File: src/design/csvt_pkg.sv
package csvt_pkg;

    localparam logic [7:0] CH_NUL   = 8'h00;
    localparam logic [7:0] CH_TAB   = 8'h09;
    localparam logic [7:0] CH_LF    = 8'h0A;
    localparam logic [7:0] CH_CR    = 8'h0D;
    localparam logic [7:0] CH_SPACE = 8'h20;
    localparam logic [7:0] CH_QUOTE = 8'h22;
    localparam logic [7:0] CH_COMMA = 8'h2C;

    typedef enum logic [2:0] {
        MODE_UNQUOTED = 3'd0,
        MODE_QUOTED   = 3'd1,
        MODE_PENDING  = 3'd2,
        MODE_CLOSED   = 3'd3,
        MODE_ERROR    = 3'd4
    } t_mode;

    typedef enum logic [1:0] {
        KIND_CONTENT = 2'd0,
        KIND_FIELD   = 2'd1,
        KIND_RECORD  = 2'd2,
        KIND_ERROR   = 2'd3
    } t_kind;

    typedef enum logic [1:0] {
        ERR_AFTER_CLOSE = 2'd0,
        ERR_BARE_QUOTE  = 2'd1,
        ERR_OPEN_QUOTE  = 2'd2
    } t_err;

    typedef struct packed {
        t_kind       kind;
        logic [7:0]  data;
        logic        blank;
        t_err        err;
    } t_event;

    // All events caused by one input byte: one or two.
    typedef struct packed {
        logic   two;
        t_event first;
        t_event second;
    } t_bundle;

endpackage

File: src/design/csvt_front.sv
module csvt_front (
    input  logic              i_clk,
    input  logic              i_rst_n,
    input  logic              i_cfg_wr_en,
    input  logic [7:0]        i_cfg_wr_data,
    input  logic              i_push,
    input  logic [7:0]        i_in_byte,
    input  logic              i_end_of_input,
    output logic              o_full,
    input  logic              i_q_full,
    output logic              o_q_push,
    output csvt_pkg::t_bundle o_q_data
);
    import csvt_pkg::*;

    logic [7:0] r_sep;
    t_mode      r_mode, n_mode;
    logic       r_skip, n_skip;
    logic       r_begun, n_begun;
    logic       r_has_sep, n_has_sep;
    logic       r_all_blank, n_all_blank;

    logic       acc;
    logic       run;
    logic       do_close;
    logic       do_plain;
    logic       has_a, has_b;
    t_event     ev_a, ev_b;

    function automatic logic is_space(input logic [7:0] c);
        return (c == CH_SPACE) || ((c >= CH_TAB) && (c <= CH_CR));
    endfunction

    function automatic t_event make_event(input t_kind k, input logic [7:0] d,
                                          input logic b, input t_err e);
        t_event ev;
        ev.kind  = k;
        ev.data  = d;
        ev.blank = b;
        ev.err   = e;
        return ev;
    endfunction

    assign acc = i_push && !i_q_full;

    always_ff @(posedge i_clk) begin
        if (!i_rst_n) begin
            r_sep <= CH_COMMA;
        end else if (i_cfg_wr_en && i_cfg_wr_data != CH_NUL && i_cfg_wr_data != CH_CR &&
                     i_cfg_wr_data != CH_LF && i_cfg_wr_data != CH_QUOTE) begin
            r_sep <= i_cfg_wr_data;
        end
    end

    // Next state and the events of the byte taken in this cycle.
    always_comb begin
        n_mode      = r_mode;
        n_skip      = r_skip;
        n_begun     = r_begun;
        n_has_sep   = r_has_sep;
        n_all_blank = r_all_blank;
        run         = 1'b1;
        do_close    = 1'b0;
        do_plain    = 1'b0;
        has_a       = 1'b0;
        has_b       = 1'b0;
        ev_a        = make_event(KIND_CONTENT, CH_NUL, 1'b0, ERR_AFTER_CLOSE);
        ev_b        = make_event(KIND_CONTENT, CH_NUL, 1'b0, ERR_AFTER_CLOSE);
        if (acc) begin
            if (n_skip) begin
                n_skip = 1'b0;
                if (i_in_byte == CH_LF) begin
                    run = 1'b0;
                end
            end
            if (run) begin
                case (n_mode)
                    MODE_ERROR: begin
                    end
                    MODE_QUOTED: begin
                        if (i_in_byte == CH_QUOTE) begin
                            n_mode = MODE_PENDING;
                        end else if (i_in_byte == CH_CR) begin
                            n_skip = 1'b1;
                            has_a  = 1'b1;
                            ev_a   = make_event(KIND_CONTENT, CH_LF, 1'b0, ERR_AFTER_CLOSE);
                        end else begin
                            if (!is_space(i_in_byte)) begin
                                n_all_blank = 1'b0;
                            end
                            has_a = 1'b1;
                            ev_a  = make_event(KIND_CONTENT, i_in_byte, 1'b0, ERR_AFTER_CLOSE);
                        end
                    end
                    MODE_PENDING: begin
                        if (i_in_byte == CH_QUOTE) begin
                            // doubled quote: emit one literal quote
                            n_all_blank = 1'b0;
                            has_a       = 1'b1;
                            ev_a        = make_event(KIND_CONTENT, CH_QUOTE, 1'b0,
                                                     ERR_AFTER_CLOSE);
                            n_mode      = MODE_QUOTED;
                        end else begin
                            n_mode   = MODE_CLOSED;
                            do_close = 1'b1;
                        end
                    end
                    MODE_CLOSED: begin
                        do_close = 1'b1;
                    end
                    MODE_UNQUOTED: begin
                        do_plain = 1'b1;
                    end
                    default: begin
                    end
                endcase

                if (do_close || do_plain) begin
                    if (i_in_byte == r_sep) begin
                        has_a     = 1'b1;
                        ev_a      = make_event(KIND_FIELD, CH_NUL, 1'b0, ERR_AFTER_CLOSE);
                        n_has_sep = 1'b1;
                        n_begun   = 1'b0;
                        n_mode    = MODE_UNQUOTED;
                    end else if (i_in_byte == CH_CR || i_in_byte == CH_LF) begin
                        if (i_in_byte == CH_CR) begin
                            n_skip = 1'b1;
                        end
                        has_a       = 1'b1;
                        ev_a        = make_event(KIND_RECORD, CH_NUL,
                                                 !n_has_sep && n_all_blank, ERR_AFTER_CLOSE);
                        n_has_sep   = 1'b0;
                        n_all_blank = 1'b1;
                        n_begun     = 1'b0;
                        n_mode      = MODE_UNQUOTED;
                    end else if (do_close) begin
                        has_a  = 1'b1;
                        ev_a   = make_event(KIND_ERROR, CH_NUL, 1'b0, ERR_AFTER_CLOSE);
                        n_mode = MODE_ERROR;
                    end else if (i_in_byte == CH_QUOTE) begin
                        if (n_begun) begin
                            has_a  = 1'b1;
                            ev_a   = make_event(KIND_ERROR, CH_NUL, 1'b0, ERR_BARE_QUOTE);
                            n_mode = MODE_ERROR;
                        end else begin
                            n_mode  = MODE_QUOTED;
                            n_begun = 1'b1;
                        end
                    end else begin
                        n_begun = 1'b1;
                        if (!is_space(i_in_byte)) begin
                            n_all_blank = 1'b0;
                        end
                        has_a = 1'b1;
                        ev_a  = make_event(KIND_CONTENT, i_in_byte, 1'b0, ERR_AFTER_CLOSE);
                    end
                end
            end

            // close out the text, then restart parsing
            if (i_end_of_input) begin
                if (n_mode == MODE_QUOTED) begin
                    has_b = 1'b1;
                    ev_b  = make_event(KIND_ERROR, CH_NUL, 1'b0, ERR_OPEN_QUOTE);
                end else if (n_mode != MODE_ERROR &&
                             (n_begun || n_mode == MODE_PENDING ||
                              n_mode == MODE_CLOSED || n_has_sep)) begin
                    has_b = 1'b1;
                    ev_b  = make_event(KIND_RECORD, CH_NUL, !n_has_sep && n_all_blank,
                                       ERR_AFTER_CLOSE);
                end
                n_mode      = MODE_UNQUOTED;
                n_skip      = 1'b0;
                n_begun     = 1'b0;
                n_has_sep   = 1'b0;
                n_all_blank = 1'b1;
            end
        end
    end

    always_comb begin
        o_full          = i_q_full;
        o_q_push        = acc && (has_a || has_b);
        o_q_data.two    = has_a && has_b;
        o_q_data.first  = has_a ? ev_a : ev_b;
        o_q_data.second = ev_b;
    end

    always_ff @(posedge i_clk) begin
        if (!i_rst_n) begin
            r_mode      <= MODE_UNQUOTED;
            r_skip      <= 1'b0;
            r_begun     <= 1'b0;
            r_has_sep   <= 1'b0;
            r_all_blank <= 1'b1;
        end else begin
            r_mode      <= n_mode;
            r_skip      <= n_skip;
            r_begun     <= n_begun;
            r_has_sep   <= n_has_sep;
            r_all_blank <= n_all_blank;
        end
    end

    a_error_silent: assert property (@(posedge i_clk) disable iff (!i_rst_n)
        (acc && r_mode == MODE_ERROR && !i_end_of_input) |-> !o_q_push)
        else $error("event pushed while parser is in error");

    a_restart: assert property (@(posedge i_clk) disable iff (!i_rst_n)
        (acc && i_end_of_input) |=>
            (r_mode == MODE_UNQUOTED && !r_skip && !r_begun && !r_has_sep && r_all_blank))
        else $error("parse state not cleared after end of input");

    a_sep_legal: assert property (@(posedge i_clk) disable iff (!i_rst_n)
        r_sep != CH_NUL && r_sep != CH_CR && r_sep != CH_LF && r_sep != CH_QUOTE)
        else $error("illegal separator held");

endmodule

File: src/design/csvt_queue.sv
module csvt_queue #(
    parameter int DEPTH = 4
) (
    input  logic              i_clk,
    input  logic              i_rst_n,
    input  logic              i_push,
    input  csvt_pkg::t_bundle i_data,
    output logic              o_full,
    input  logic              i_pop,
    output csvt_pkg::t_bundle o_data,
    output logic              o_empty
);
    import csvt_pkg::*;

    localparam int PTR_W = (DEPTH > 1) ? $clog2(DEPTH) : 1;
    localparam int CNT_W = $clog2(DEPTH + 1);

    t_bundle            r_mem [DEPTH];
    logic [PTR_W-1:0]   r_wr_ptr, n_wr_ptr;
    logic [PTR_W-1:0]   r_rd_ptr, n_rd_ptr;
    logic [CNT_W-1:0]   r_count, n_count;
    logic               wr, rd;

    assign o_full  = (r_count == CNT_W'(DEPTH));
    assign o_empty = (r_count == '0);
    assign o_data  = r_mem[r_rd_ptr];
    assign wr      = i_push && !o_full;
    assign rd      = i_pop && !o_empty;

    always_comb begin
        n_wr_ptr = r_wr_ptr;
        n_rd_ptr = r_rd_ptr;
        n_count  = r_count;
        if (wr) begin
            n_wr_ptr = (r_wr_ptr == PTR_W'(DEPTH - 1)) ? '0 : r_wr_ptr + 1'b1;
        end
        if (rd) begin
            n_rd_ptr = (r_rd_ptr == PTR_W'(DEPTH - 1)) ? '0 : r_rd_ptr + 1'b1;
        end
        case ({wr, rd})
            2'b10:   n_count = r_count + 1'b1;
            2'b01:   n_count = r_count - 1'b1;
            default: n_count = r_count;
        endcase
    end

    always_ff @(posedge i_clk) begin
        if (wr) begin
            r_mem[r_wr_ptr] <= i_data;
        end
    end

    always_ff @(posedge i_clk) begin
        if (!i_rst_n) begin
            r_wr_ptr <= '0;
            r_rd_ptr <= '0;
            r_count  <= '0;
        end else begin
            r_wr_ptr <= n_wr_ptr;
            r_rd_ptr <= n_rd_ptr;
            r_count  <= n_count;
        end
    end

    a_count_bound: assert property (@(posedge i_clk) disable iff (!i_rst_n)
        r_count <= CNT_W'(DEPTH))
        else $error("queue count beyond depth");

endmodule

File: src/design/csvt_back.sv
module csvt_back (
    input  logic              i_clk,
    input  logic              i_rst_n,
    input  csvt_pkg::t_bundle i_q_data,
    input  logic              i_q_empty,
    output logic              o_q_pop,
    output logic              o_empty,
    input  logic              i_pop,
    output logic [1:0]        o_event_kind,
    output logic [7:0]        o_content_byte,
    output logic              o_blank_record,
    output logic [1:0]        o_error_code,
    output logic              o_last_of_run
);
    import csvt_pkg::*;

    t_bundle r_bnd, n_bnd;
    logic    r_valid, n_valid;
    logic    r_sel, n_sel;
    logic    last;
    logic    take;
    logic    load;
    t_event  ev;

    assign last    = !r_bnd.two || r_sel;
    assign take    = r_valid && i_pop;
    assign load    = (!r_valid || (take && last)) && !i_q_empty;
    assign o_q_pop = load;

    always_comb begin
        n_valid = r_valid;
        n_sel   = r_sel;
        n_bnd   = r_bnd;
        if (!r_valid || (take && last)) begin
            n_valid = !i_q_empty;
            n_sel   = 1'b0;
        end else if (take) begin
            n_sel = 1'b1;
        end
        if (load) begin
            n_bnd = i_q_data;
        end
    end

    always_ff @(posedge i_clk) begin
        if (!i_rst_n) begin
            r_valid <= 1'b0;
            r_sel   <= 1'b0;
        end else begin
            r_valid <= n_valid;
            r_sel   <= n_sel;
        end
    end

    always_ff @(posedge i_clk) begin
        r_bnd <= n_bnd;
    end

    always_comb begin
        ev             = r_sel ? r_bnd.second : r_bnd.first;
        o_empty        = !r_valid;
        o_event_kind   = ev.kind;
        o_content_byte = ev.data;
        o_blank_record = ev.blank;
        o_error_code   = ev.err;
        o_last_of_run  = last;
    end

    a_sel_two: assert property (@(posedge i_clk) disable iff (!i_rst_n)
        (r_valid && r_sel) |-> r_bnd.two)
        else $error("second event selected from a single-event run");

    a_second_follows: assert property (@(posedge i_clk) disable iff (!i_rst_n)
        (take && !last) |=> (r_valid && r_sel))
        else $error("second event of run lost");

endmodule

File: src/design/csv_byte_tokenizer.sv
// Streaming CSV tokenizer. One text byte is taken per cycle whenever full is low; each byte
// gives zero, one or two token events (content byte, field end, record end, error), and the
// last event of a byte carries o_last_of_run. Bytes are parsed in the front stage and their
// events travel as one entry through a QUEUE_DEPTH-entry queue to the registered output stage,
// which hands out one event per cycle while pop is high and it holds an event; the input rate
// is therefore one byte per cycle while results are popped every cycle and bytes give at most
// one event, and the output port sets the pace for bytes that give two events. The separator
// register may be written only while idle.
module csv_byte_tokenizer #(
    parameter int QUEUE_DEPTH = 4
) (
    input  logic       i_clk,
    input  logic       i_rst_n,
    input  logic       i_cfg_wr_en,
    input  logic [7:0] i_cfg_wr_data,
    input  logic       push,
    output logic       full,
    input  logic [7:0] i_in_byte,
    input  logic       i_end_of_input,
    output logic       empty,
    input  logic       pop,
    output logic [1:0] o_event_kind,
    output logic [7:0] o_content_byte,
    output logic       o_blank_record,
    output logic [1:0] o_error_code,
    output logic       o_last_of_run
);
    import csvt_pkg::*;

    t_bundle q_in_data;
    t_bundle q_out_data;
    logic    q_push;
    logic    q_full;
    logic    q_pop;
    logic    q_empty;

    csvt_front u_front (
        .i_clk          (i_clk),
        .i_rst_n        (i_rst_n),
        .i_cfg_wr_en    (i_cfg_wr_en),
        .i_cfg_wr_data  (i_cfg_wr_data),
        .i_push         (push),
        .i_in_byte      (i_in_byte),
        .i_end_of_input (i_end_of_input),
        .o_full         (full),
        .i_q_full       (q_full),
        .o_q_push       (q_push),
        .o_q_data       (q_in_data)
    );

    csvt_queue #(
        .DEPTH (QUEUE_DEPTH)
    ) u_queue (
        .i_clk   (i_clk),
        .i_rst_n (i_rst_n),
        .i_push  (q_push),
        .i_data  (q_in_data),
        .o_full  (q_full),
        .i_pop   (q_pop),
        .o_data  (q_out_data),
        .o_empty (q_empty)
    );

    csvt_back u_back (
        .i_clk          (i_clk),
        .i_rst_n        (i_rst_n),
        .i_q_data       (q_out_data),
        .i_q_empty      (q_empty),
        .o_q_pop        (q_pop),
        .o_empty        (empty),
        .i_pop          (pop),
        .o_event_kind   (o_event_kind),
        .o_content_byte (o_content_byte),
        .o_blank_record (o_blank_record),
        .o_error_code   (o_error_code),
        .o_last_of_run  (o_last_of_run)
    );

endmodule
File: config.mk
export PLATFORM = sky130hd
export DESIGN_NAME = csv_byte_tokenizer
export DESIGN_NICKNAME = d
export VERILOG_FILES = /design/src/design/csvt_pkg.sv /design/src/design/csvt_front.sv /design/src/design/csvt_queue.sv /design/src/design/csvt_back.sv /design/src/design/csv_byte_tokenizer.sv
export SDC_FILE = /design/constraint.sdc
export NUM_CORES = 1
export LEC_CHECK = 0
export ABC_AREA = 1
export BUFFER_PORTS_ARGS = -buffer_cell sky130_fd_sc_hd__buf_2
export CAP_MARGIN = 20
export CORE_MARGIN = 5
export CORE_UTILIZATION = 50
export CTS_CLUSTER_SIZE = 30
export DETAILED_ROUTE_END_ITERATION = 8
export PLACE_DENSITY = 0.68
export SLEW_MARGIN = 20
export SYNTH_ARGS = -nofsm -noshare
export SYNTH_HDL_FRONTEND = slang
export SYNTH_SLANG_ARGS = --single-unit
File: constraint.sdc
create_clock -name i_clk -period 3.4 [get_ports i_clk]
set_input_delay 0.17 -clock i_clk [delete_from_list [all_inputs] [get_ports i_clk]]
set_output_delay 0.17 -clock i_clk [all_outputs]
set_load 0.01 [all_outputs]
# After elaboration in Yosys (flattened, before gate mapping)
# Memories as Yosys holds them, arrays and structs flattened. A register that Yosys moved wholly into a read port is not among the register bits.
# Index checks and enable logic that the tools add are counted.
# totals
regBits,24
ram_bits,108
output_inout_bits,16
wordCells,172
mem_count,1
# memory_table
name,words,word_bits,read_ports,rd_clocked_by_memory_dff,write_ports,line,text
u_queue.r_mem,4,27,1,1,1,csvt_queue.sv:18,t_bundle r_mem [DEPTH];
# op_classes
add_sub_neg,4
n_lt_le_gt_ge,2
n_eq_ne,20
mux,97
bitwise_logic,1
reduce_logical,36
# op_table
op,count
2-to-1 mux 13 bit,15
2-to-1 mux 1 bit,61
2-to-1 mux 3 bit,10
one-hot mux 13 bit (2 select lines),1
"== test 8 x 4 -> 1 bit, second input constant",2
"== test 8 x 6 -> 1 bit, second input constant",2
logical AND 1 bit,16
"inequality test 8 x 4 -> 1 bit, second input constant",2
"== test 3 x 2 -> 1 bit, second input constant",4
one-hot mux 3 bit (2 select lines),2
2-to-1 mux 11 bit,1
logical OR 1 bit,9
2-to-1 mux 9 bit,1
== test 8 bit,1
">= comparator 8 x 4 -> 1 bit, second input constant",1
"less-or-equal comparator 8 x 4 -> 1 bit, second input constant",1
"inequality test 8 x 6 -> 1 bit, second input constant",1
nonzero test 8 bit,1
"== test 2 bit, second input constant",3
"== test 3 x 1 -> 1 bit, second input constant",2
logical NOT 1 bit,6
logical NOT 3 bit,2
2-to-1 mux 2 bit,3
one-hot mux 1 bit (2 select lines),3
other kinds (9),10

# Logic depth before layout (Yosys ltp)
# Gate-level depths: netlist (run 1).
# depth
word_depth,26
depth_mapped,23
ltp_nobuf,23

# Cells and area by module
# Synthesis (run 1) repeated with hierarchy kept, for this count alone.
# hier_totals
hier_cells,717
hier_area_um2,7375.8
# modules_own_cells
mod,n_inst,cells_each,area_each_um2
csvt_queue,1,331,4551.9
csvt_front,1,305,1741.7
csvt_back,1,81,1082.3

# Least setup slack after synthesis (run 1)
# No wires, ideal clock.
# synth_path
kind,register -> register
startpoint,reg u_front.r_mode[1]
endpoint,reg u_queue.r_count[2]
setup_time_ns,0.122
arrival_time_ns,2.580
setup_slack_ns,0.698
path_stages_with_launch,22
period_less_slack_ns,2.702
path_cell_list,dfxtp_1 -> nor2_1 -> inv_2 -> nor2_1 -> inv_1 -> nand2_4 -> buf_6 -> nand3_2 -> nand2_2 -> nand2_4 -> nor2_4 -> nand2_2 -> nand3_4 -> nand3_4 -> inv_2 -> ha_1 -> inv_1 -> fa_1 -> a21oi_1 -> o21ai_0 -> o21ai_0 -> a21oi_1
# synth_between
elab_chain_len,24
elab_cells_between_ends,57
cone_classes,eq/ne: 9; mux: 38; reduce/logical: 10
# synth_lines
item,line,text
from (decl),csvt_front.sv:17,"t_mode r_mode, n_mode;"
from (signal assigned),csvt_front.sv:197,r_mode <= n_mode;
== test 3 x 2 -> 1 bit,csvt_front.sv:77,case (n_mode)
one-hot mux 1 bit (2 select lines),csvt_front.sv:77,
2-to-1 mux 1 bit,csvt_front.sv:76,if (run) begin
2-to-1 mux 1 bit,csvt_front.sv:69,if (acc) begin
2-to-1 mux 3 bit,csvt_front.sv:136,end else if (do_close) begin
2-to-1 mux 3 bit,csvt_front.sv:125,end else if (i_in_byte == CH_CR || i_in_byte == CH_LF) begin
2-to-1 mux 3 bit,csvt_front.sv:119,if (i_in_byte == r_sep) begin
2-to-1 mux 3 bit,csvt_front.sv:118,if (do_close || do_plain) begin
(+8 left out),-,
2-to-1 mux 1 bit,csvt_front.sv:162,if (n_mode == MODE_QUOTED) begin
2-to-1 mux 1 bit,csvt_front.sv:161,if (i_end_of_input) begin
2-to-1 mux 1 bit,csvt_front.sv:69,
logical OR 1 bit *,csvt_front.sv:183,o_q_push = acc && (has_a || has_b);
logical AND 1 bit *,csvt_front.sv:183,
logical AND 1 bit *,csvt_queue.sv:27,assign wr = i_push && !o_full;
== test 2 x 1 -> 1 bit / == test 2 bit (equally long branches),csvt_queue.sv:40,"case ({wr, rd})"
one-hot mux 3 bit (2 select lines) / nonzero test 2 bit (equally long branches),-,
to (signal assigned),csvt_queue.sv:61,r_count <= n_count;
to (decl),csvt_queue.sv:21,"logic [CNT_W-1:0] r_count, n_count;"
# Every way passes the cells marked *; elsewhere a longest branch is shown, timed or not. The select of a mux whose other input is x is not followed.
# A chain may end at the register's enable or synchronous reset.

# Worst setup path in the final report (run 1)
# Same ends and word-level chain as after synthesis.

==> results_dict.tcl, run 1 <==
set metrics [dict create \
    hold_viol 0 \
    first_iter_violations 164 \
    htreeDepth 3 \
    cts_setup_buffers 0 \
    tns_ns 0 \
    fin_crit_ns 3.01 \
    min_path_type "input pin to register" \
    setup_viol 0 \
    antenna_found_initial 0 \
    pre_cts_slack_ns 0.317 \
    reg2reg_from "u_front.r_mode[1]$_SDFFE_PN0P_" \
    status "completed" \
    cts_sinks 109 \
    clock_skew_ns 0.0197 \
    placement.io_buffers 37 \
    final_util_pct 56.2 \
    fin_nets 625 \
    area_growth_pct 10.5 \
    vias 3769 \
    synth_cell_type_count 38 \
    postRouteAntennaNets 0 \
    power.leakage_nw 2.44 \
    postSynthAreaPerCell_um2 9.43 \
    max_freq_mhz 333 \
    startpoint_type "register" \
    wl_um 10500 \
    clk_pin_slew_ns 0.10 \
    yosysMostFrequentCell "nand2_1" \
    slew_headroom_pct 32.1 \
    fp.dieW_um 112 \
    die_area_mm2 0.0126 \
    crit_path_end_kind "register" \
    maxSlewViolCount 0 \
    worstPathArrival_ns 3.26 \
    cts_resized 0 \
    ioPinCount 38 \
    netlist_area_mm2 0.00523 \
    synth_area_leader_cell "edfxtp_1" \
    vias_per_cell 5.11 \
    ys_ff_latch 109 \
    required_ns 3.65 \
    synthTopCellsByArea "edfxtp_1 (49%), dfxtp_1 (9.2%), nand2_1 (7.6%)" \
    root_buffer "clkbuf_8" \
    placed_area_mm2 0.00557 \
    fin_ws_ns 0.393 \
    power_density_mw_per_mm2 659 \
    cts_tree "done" \
    clk_path_buf_depth 2 \
    grt_max_degree 37 \
    maxCapViolCount 0 \
    clk_latency_ns 0.36 \
    ir_drop_mv 0.307 \
    drt-pass1-iter-count 5 \
    worstSetupPathType "register to register" \
    yosysSeqAreaShare_pct 58.0 \
    reg2reg_to "u_queue.r_count[2]$_SDFFE_PN0P_" \
    syn_nets 583 \
    drc 0 \
    wl_per_cell_um 14.3 \
    grt_pass1_vias 3644 \
    reg2reg_depth 19 \
    final_area_mm2 0.00577 \
    path_max_fanout 9 \
    die_h_um 112 \
    hold_end "u_front.r_sep[5]$_SDFFE_PN1P_" \
    yosysTopAreaCellShare_pct 48.8 \
    cts.hold.buffers_added 0 \
    layout_worst_path_cycle_share_pct 88.4 \
    coreArea_mm2 0.0103 \
    globalplace.congestion 0.907 \
    synthesis.instances 554 \
    row_count 37 \
    rsz0062_at_grt "false" \
    n_antenna_cell 0 \
    r2r_slack_ns 0.39 \
    synth_edf_count 85 \
    drive_gt1_share_pct 18.0 \
    worst_hold_startpoint "i_cfg_wr_data[5]" \
    synth-main-ff-cell "edfxtp_1" \
    cts_buffers 9 \
    min_path_cells 3 \
    synth_warnings 0 \
    initial_core_util_pct 50.9 \
    synth_common_cells "nand2_1 (106), edfxtp_1 (85), nor2_1 (67), o21ai_0 (63), inv_1 (62)" \
    nFillCells 917 \
    dp_hpwl_um 7450 \
    holdWs_ns 0.0474 \
    grt_use_total_pct 17.6 \
    synth_async_sr_flop_share_pct 0 \
    grt_first_pass_wirelength_um 17900 \
    overflow 0 \
    worstMarginPinSlew_ns 1.02 \
]
-- report_power, final --
group	switching, W	internal, W
Clock	0.000443	0.000352
Combinational	0.000754	0.000357
Sequential	0.0000751	0.00182
Total	0.00127	0.00253
-- cells in the final DEF, fill, tap and decap left out, types with 13 or more instances in the layout --
cell,instances
nand2_1,106
dfxtp_1,24
inv_1,62
edfxtp_1,85
o21ai_0,63
a21oi_1,24
nor2_1,67
buf_2,37
o22ai_1,17
nand3_1,13
-- sequential cells by signal, summed over array words and instances (netlist names) --
| register | flops |
|---|---|
| u_queue.r_mem | 68 |
| u_back.r_valid | 1 |
| u_front.r_all_blank | 1 |
| u_queue.r_wr_ptr | 2 |
| u_queue.r_rd_ptr | 2 |
| u_front.r_mode | 3 |
| u_front.r_has_sep | 1 |
| u_queue.r_count | 3 |
| u_front.r_skip | 1 |
| u_back.r_bnd | 17 |
| u_front.r_begun | 1 |
| u_back.r_sel | 1 |
| u_front.r_sep | 8 |
-- worst max path at each step --
stage | cells after the start | to | slack, ns | start
after floorplan | 21 | u_queue.r_count[2]$_SDFFE_PN0P_ | 0.70 | u_front.r_mode[1]$_SDFFE_PN0P_
after global placement | 21 | u_queue.r_count[2]$_SDFFE_PN0P_ | 0.36 | i_in_byte[7]
after detailed placement | 21 | u_queue.r_count[2]$_SDFFE_PN0P_ | 0.32 | i_in_byte[7]
after CTS | 19 | u_queue.r_count[2]$_SDFFE_PN0P_ | 0.39 | u_front.r_mode[1]$_SDFFE_PN0P_
after global routing | 19 | u_queue.r_count[2]$_SDFFE_PN0P_ | 0.007 | u_front.r_mode[1]$_SDFFE_PN0P_
final | 19 | u_queue.r_count[2]$_SDFFE_PN0P_ | 0.39 | u_front.r_mode[1]$_SDFFE_PN0P_
-- worst max-delay path: stages (launching register included) --
cell	delay (ns)
dfxtp_1	0.36
inv_1	0.06
nor2_1	0.32
inv_1	0.17
o211ai_1	0.20
nand3_1	0.10
nand2_1	0.07
nand2_1	0.09
nand2_1	0.09
nand2_2	0.07
nand3_4	0.09
nand3_4	0.12
inv_2	0.08
ha_1	0.14
inv_1	0.07
fa_1	0.44
a21oi_1	0.14
o21ai_0	0.11
o21ai_0	0.16
a21oi_1	0.05
-- kinds of logic after synthesis --
logic type / synth area share (%)
AOI/OAI and AO/OA: 11.3
xor gates and xnor gates: 0.335
adders and majority gates: 1.82
buffers and inverters: 7.06
DFF: 58.0
and+or+nand+nor: 21.4
-- routing by layer --
metal	GRT usage (%)	vias up	share of wire (%)
met5	0	-	0
met1	24.0	1744	46
met4	5.61	0	0.94
li1	-	1939	-
met2	29.3	82	49
met3	2.53	4	4.1
-- cell type report --
| cell class | count | area (µm²) | area share, % |
|---|---|---|---|
| flip-flops and latches | 109 | 3030 | 52.5 |
| multi-input cells | 355 | 1820 | 31.6 |
| inverters | 75 | 288 | 4.98 |
| repair buffers | 46 | 253 | 4.38 |
| well taps | 136 | 170 | 2.95 |
| clock buffers | 9 | 124 | 2.15 |
| clock inverters | 7 | 82.6 | 1.43 |
-- per-stage QoR --
stage          total power [W]  cells
4_1_cts                0.00385    737
6_report               0.00380    737
3_3_place_gp           0.00303    721
5_1_grt                0.00408    737
2_1_floorplan          0.00266    554
3_5_place_dp           0.00306    721
Power figures use the tool's default switching activity.
==> inputs of run 2 (changes only) <==
PLACE_DENSITY = not set   (was 0.68)
PLACE_DENSITY_LB_ADDON = 0.2   (was not set)
==> results_dict.tcl, run 2 (synthesis results as in run 1) <==
set metrics [dict create \
    root_buffer "clkbuf_8" \
    area_growth_pct 11.0 \
    power_frac_clock_pct 21.5 \
    overflow 0 \
    startpoint_type "register" \
    grt_use_total_pct 17.9 \
    fp.dieW_um 112 \
    clk_path_buf_depth 2 \
    r2r_slack_ns 0.41 \
    drive_gt1_share_pct 18.1 \
    reg2reg_depth 20 \
    crit_path_end_kind "register" \
    largest_register "u_queue.r_mem" \
    internal_power_w 0.00258 \
    clock_skew_ns 0.00552 \
    cp_common_cell "nand2_1" \
    layout_commonest_cell "nand2_1" \
    power_density_mw_per_mm2 665 \
    worstPathArrival_ns 3.25 \
    globalplace.congestion 0.862 \
    cts_setup_buffers 0 \
    clk_pin_slew_ns 0.10 \
    p_comb_share_pct 29.0 \
    cts_resized 0 \
    die_h_um 112 \
    htreeDepth 3 \
    wl_um 10800 \
    wl_per_cell_um 14.6 \
    n_antenna_cell 0 \
    worstMarginPinSlew_ns 0.659 \
    coreArea_mm2 0.0103 \
    vias_per_cell 5.14 \
    fin_crit_ns 2.99 \
    worstPathCellList "nor2_1 > inv_2 > nor2_1 > inv_1 > nand2_4 > nand3_2 > nand2_1 > nand2_1 > nand2_1 > nand2_2 > nand3_4 > nand3_4 > inv_2 > ha_1 > inv_1 > fa_1 > a21oi_1 > o21ai_0 > o21ai_0 > a21oi_1" \
    worst_hold_startpoint "i_cfg_wr_data[5]" \
    reg2reg_to "u_queue.r_count[2]$_SDFFE_PN0P_" \
    initial_core_util_pct 50.9 \
    min_path_cells 3 \
    placement.io_buffers 37 \
    required_ns 3.66 \
    setup_viol 0 \
    largest_reg_flops 68 \
    clk_latency_ns 0.37 \
    nFillCells 902 \
    row_count 37 \
    final_util_pct 56.4 \
    dp_hpwl_um 7670 \
    hold_end "u_front.r_sep[5]$_SDFFE_PN1P_" \
    cts_sinks 109 \
    tns_ns 0 \
    status "completed" \
    ir_drop_mv 0.262 \
    first_iter_violations 206 \
    die_area_mm2 0.0126 \
    path_max_fanout 11 \
    maxCapViolCount 0 \
    min_path_type "input pin to register" \
    antenna_found_initial 0 \
    cts.hold.buffers_added 0 \
    reg2reg_from "u_front.r_mode[2]$_SDFFE_PN0P_" \
    maxSlewViolCount 0 \
    postRouteAntennaNets 0 \
    hold_viol 0 \
    drc 0 \
    ioPinCount 38 \
    slowest_stage "fa_1" \
    cts_buffers 9 \
    rsz0062_at_grt "false" \
    cts_tree "done" \
    grt_first_pass_wirelength_um 18000 \
    switching_share_pct 33.1 \
    grt_max_degree 37 \
    layout_worst_path_cycle_share_pct 87.9 \
    p_sw_w 0.00128 \
    max_freq_mhz 335 \
    drt-pass1-iter-count 4 \
    worstSetupPathType "register to register" \
    grt_pass1_vias 3682 \
    slew_headroom_pct 55.6 \
    reg_top3 "u_queue.r_mem (68), u_back.r_bnd (17), u_front.r_sep (8)" \
    seqPwrFrac_pct 49.5 \
    vias 3796 \
    fin_nets 626 \
    power.leakage_nw 2.45 \
    final_cell_mix "nand2_1 (106), edfxtp_1 (85), nor2_1 (67)" \
    max_stage_delay_ns 0.43 \
]
-- run 2: cell types whose count changed in the layout (fill, tap and decap cells not counted), sizes merged --
cell / change
clkinvlp: +1
clkinv: -3
clkbuf: +2
buf: +1
-- run 2: cell type report --
| class | count | area, µm² | share of cell area, % |
|---|---|---|---|
| multi-input cells | 355 | 1820 | 31.5 |
| flip-flops and latches | 109 | 3030 | 52.3 |
| well taps | 136 | 170 | 2.93 |
| inverters | 75 | 288 | 4.96 |
| repair buffers | 47 | 268 | 4.62 |
| clock buffers | 11 | 151 | 2.61 |
| clock inverters | 5 | 65.1 | 1.12 |
-- run 2: layer usage --
metal	wire length [µm]	up-vias	share of wire, %	GRT usage (%)
met4	176	0	1.6	5.85
met3	418	13	3.9	2.32
met5	0	-	0	0
met1	5150	1768	48	24.4
met2	5050	75	47	29.7
li1	-	1940	-	-
-- run 2: critical path: cells and delay by family (launching register included) --
family                     cells  cell delay, ns
AOI/OAI and AO/OA              4            0.46
and+or+nand+nor               10            1.14
adders and majority gates      2            0.57
DFF                            1            0.36
buffers and inverters          4            0.34
-- run 2: how the worst max path moves through the flow --
| stage | start | to | cells past startpoint |
|---|---|---|---|
| 6_report | u_front.r_mode[2]$_SDFFE_PN0P_ | u_queue.r_count[2]$_SDFFE_PN0P_ | 20 |
| 5_1_grt | u_front.r_mode[2]$_SDFFE_PN0P_ | u_queue.r_count[2]$_SDFFE_PN0P_ | 18 |
| 4_1_cts | u_front.r_mode[2]$_SDFFE_PN0P_ | u_queue.r_count[2]$_SDFFE_PN0P_ | 20 |
| 3_5_place_dp | i_in_byte[7] | u_queue.r_count[2]$_SDFFE_PN0P_ | 21 |
| 3_3_place_gp | i_in_byte[7] | u_queue.r_count[2]$_SDFFE_PN0P_ | 21 |
| 2_1_floorplan | u_front.r_mode[1]$_SDFFE_PN0P_ | u_queue.r_count[2]$_SDFFE_PN0P_ | 21 |
-- run 2: through the flow --
| stage | power, W | cells | instance area (µm²) | worst slack [ns] | hold slack (ns) |
|---|---|---|---|---|---|
| final | 0.00385 | 738 | 5800 | 0.411 | 0.0270 |
| after global routing | 0.00413 | 738 | 5800 | 0.0570 | 0.0514 |
| after CTS | 0.00387 | 737 | 5780 | 0.409 | 0.0115 |
| after detailed placement | 0.00307 | 721 | 5570 | 0.291 | 0.403 |
| after global placement | 0.00303 | 721 | 5570 | 0.374 | 0.402 |
| after floorplan | 0.00266 | 554 | 5230 | 0.698 | 0.283 |
-- run 2: power groups by stage --
stage | clock [W] | sequential, W | combinational, W
2_1_floorplan | 0 | 0.00192 | 0.000744
3_3_place_gp | 0 | 0.00193 | 0.00110
3_5_place_dp | 0 | 0.00194 | 0.00112
4_1_cts | 0.000838 | 0.00191 | 0.00112
5_1_grt | 0.000907 | 0.00194 | 0.00128
6_report | 0.000828 | 0.00191 | 0.00112
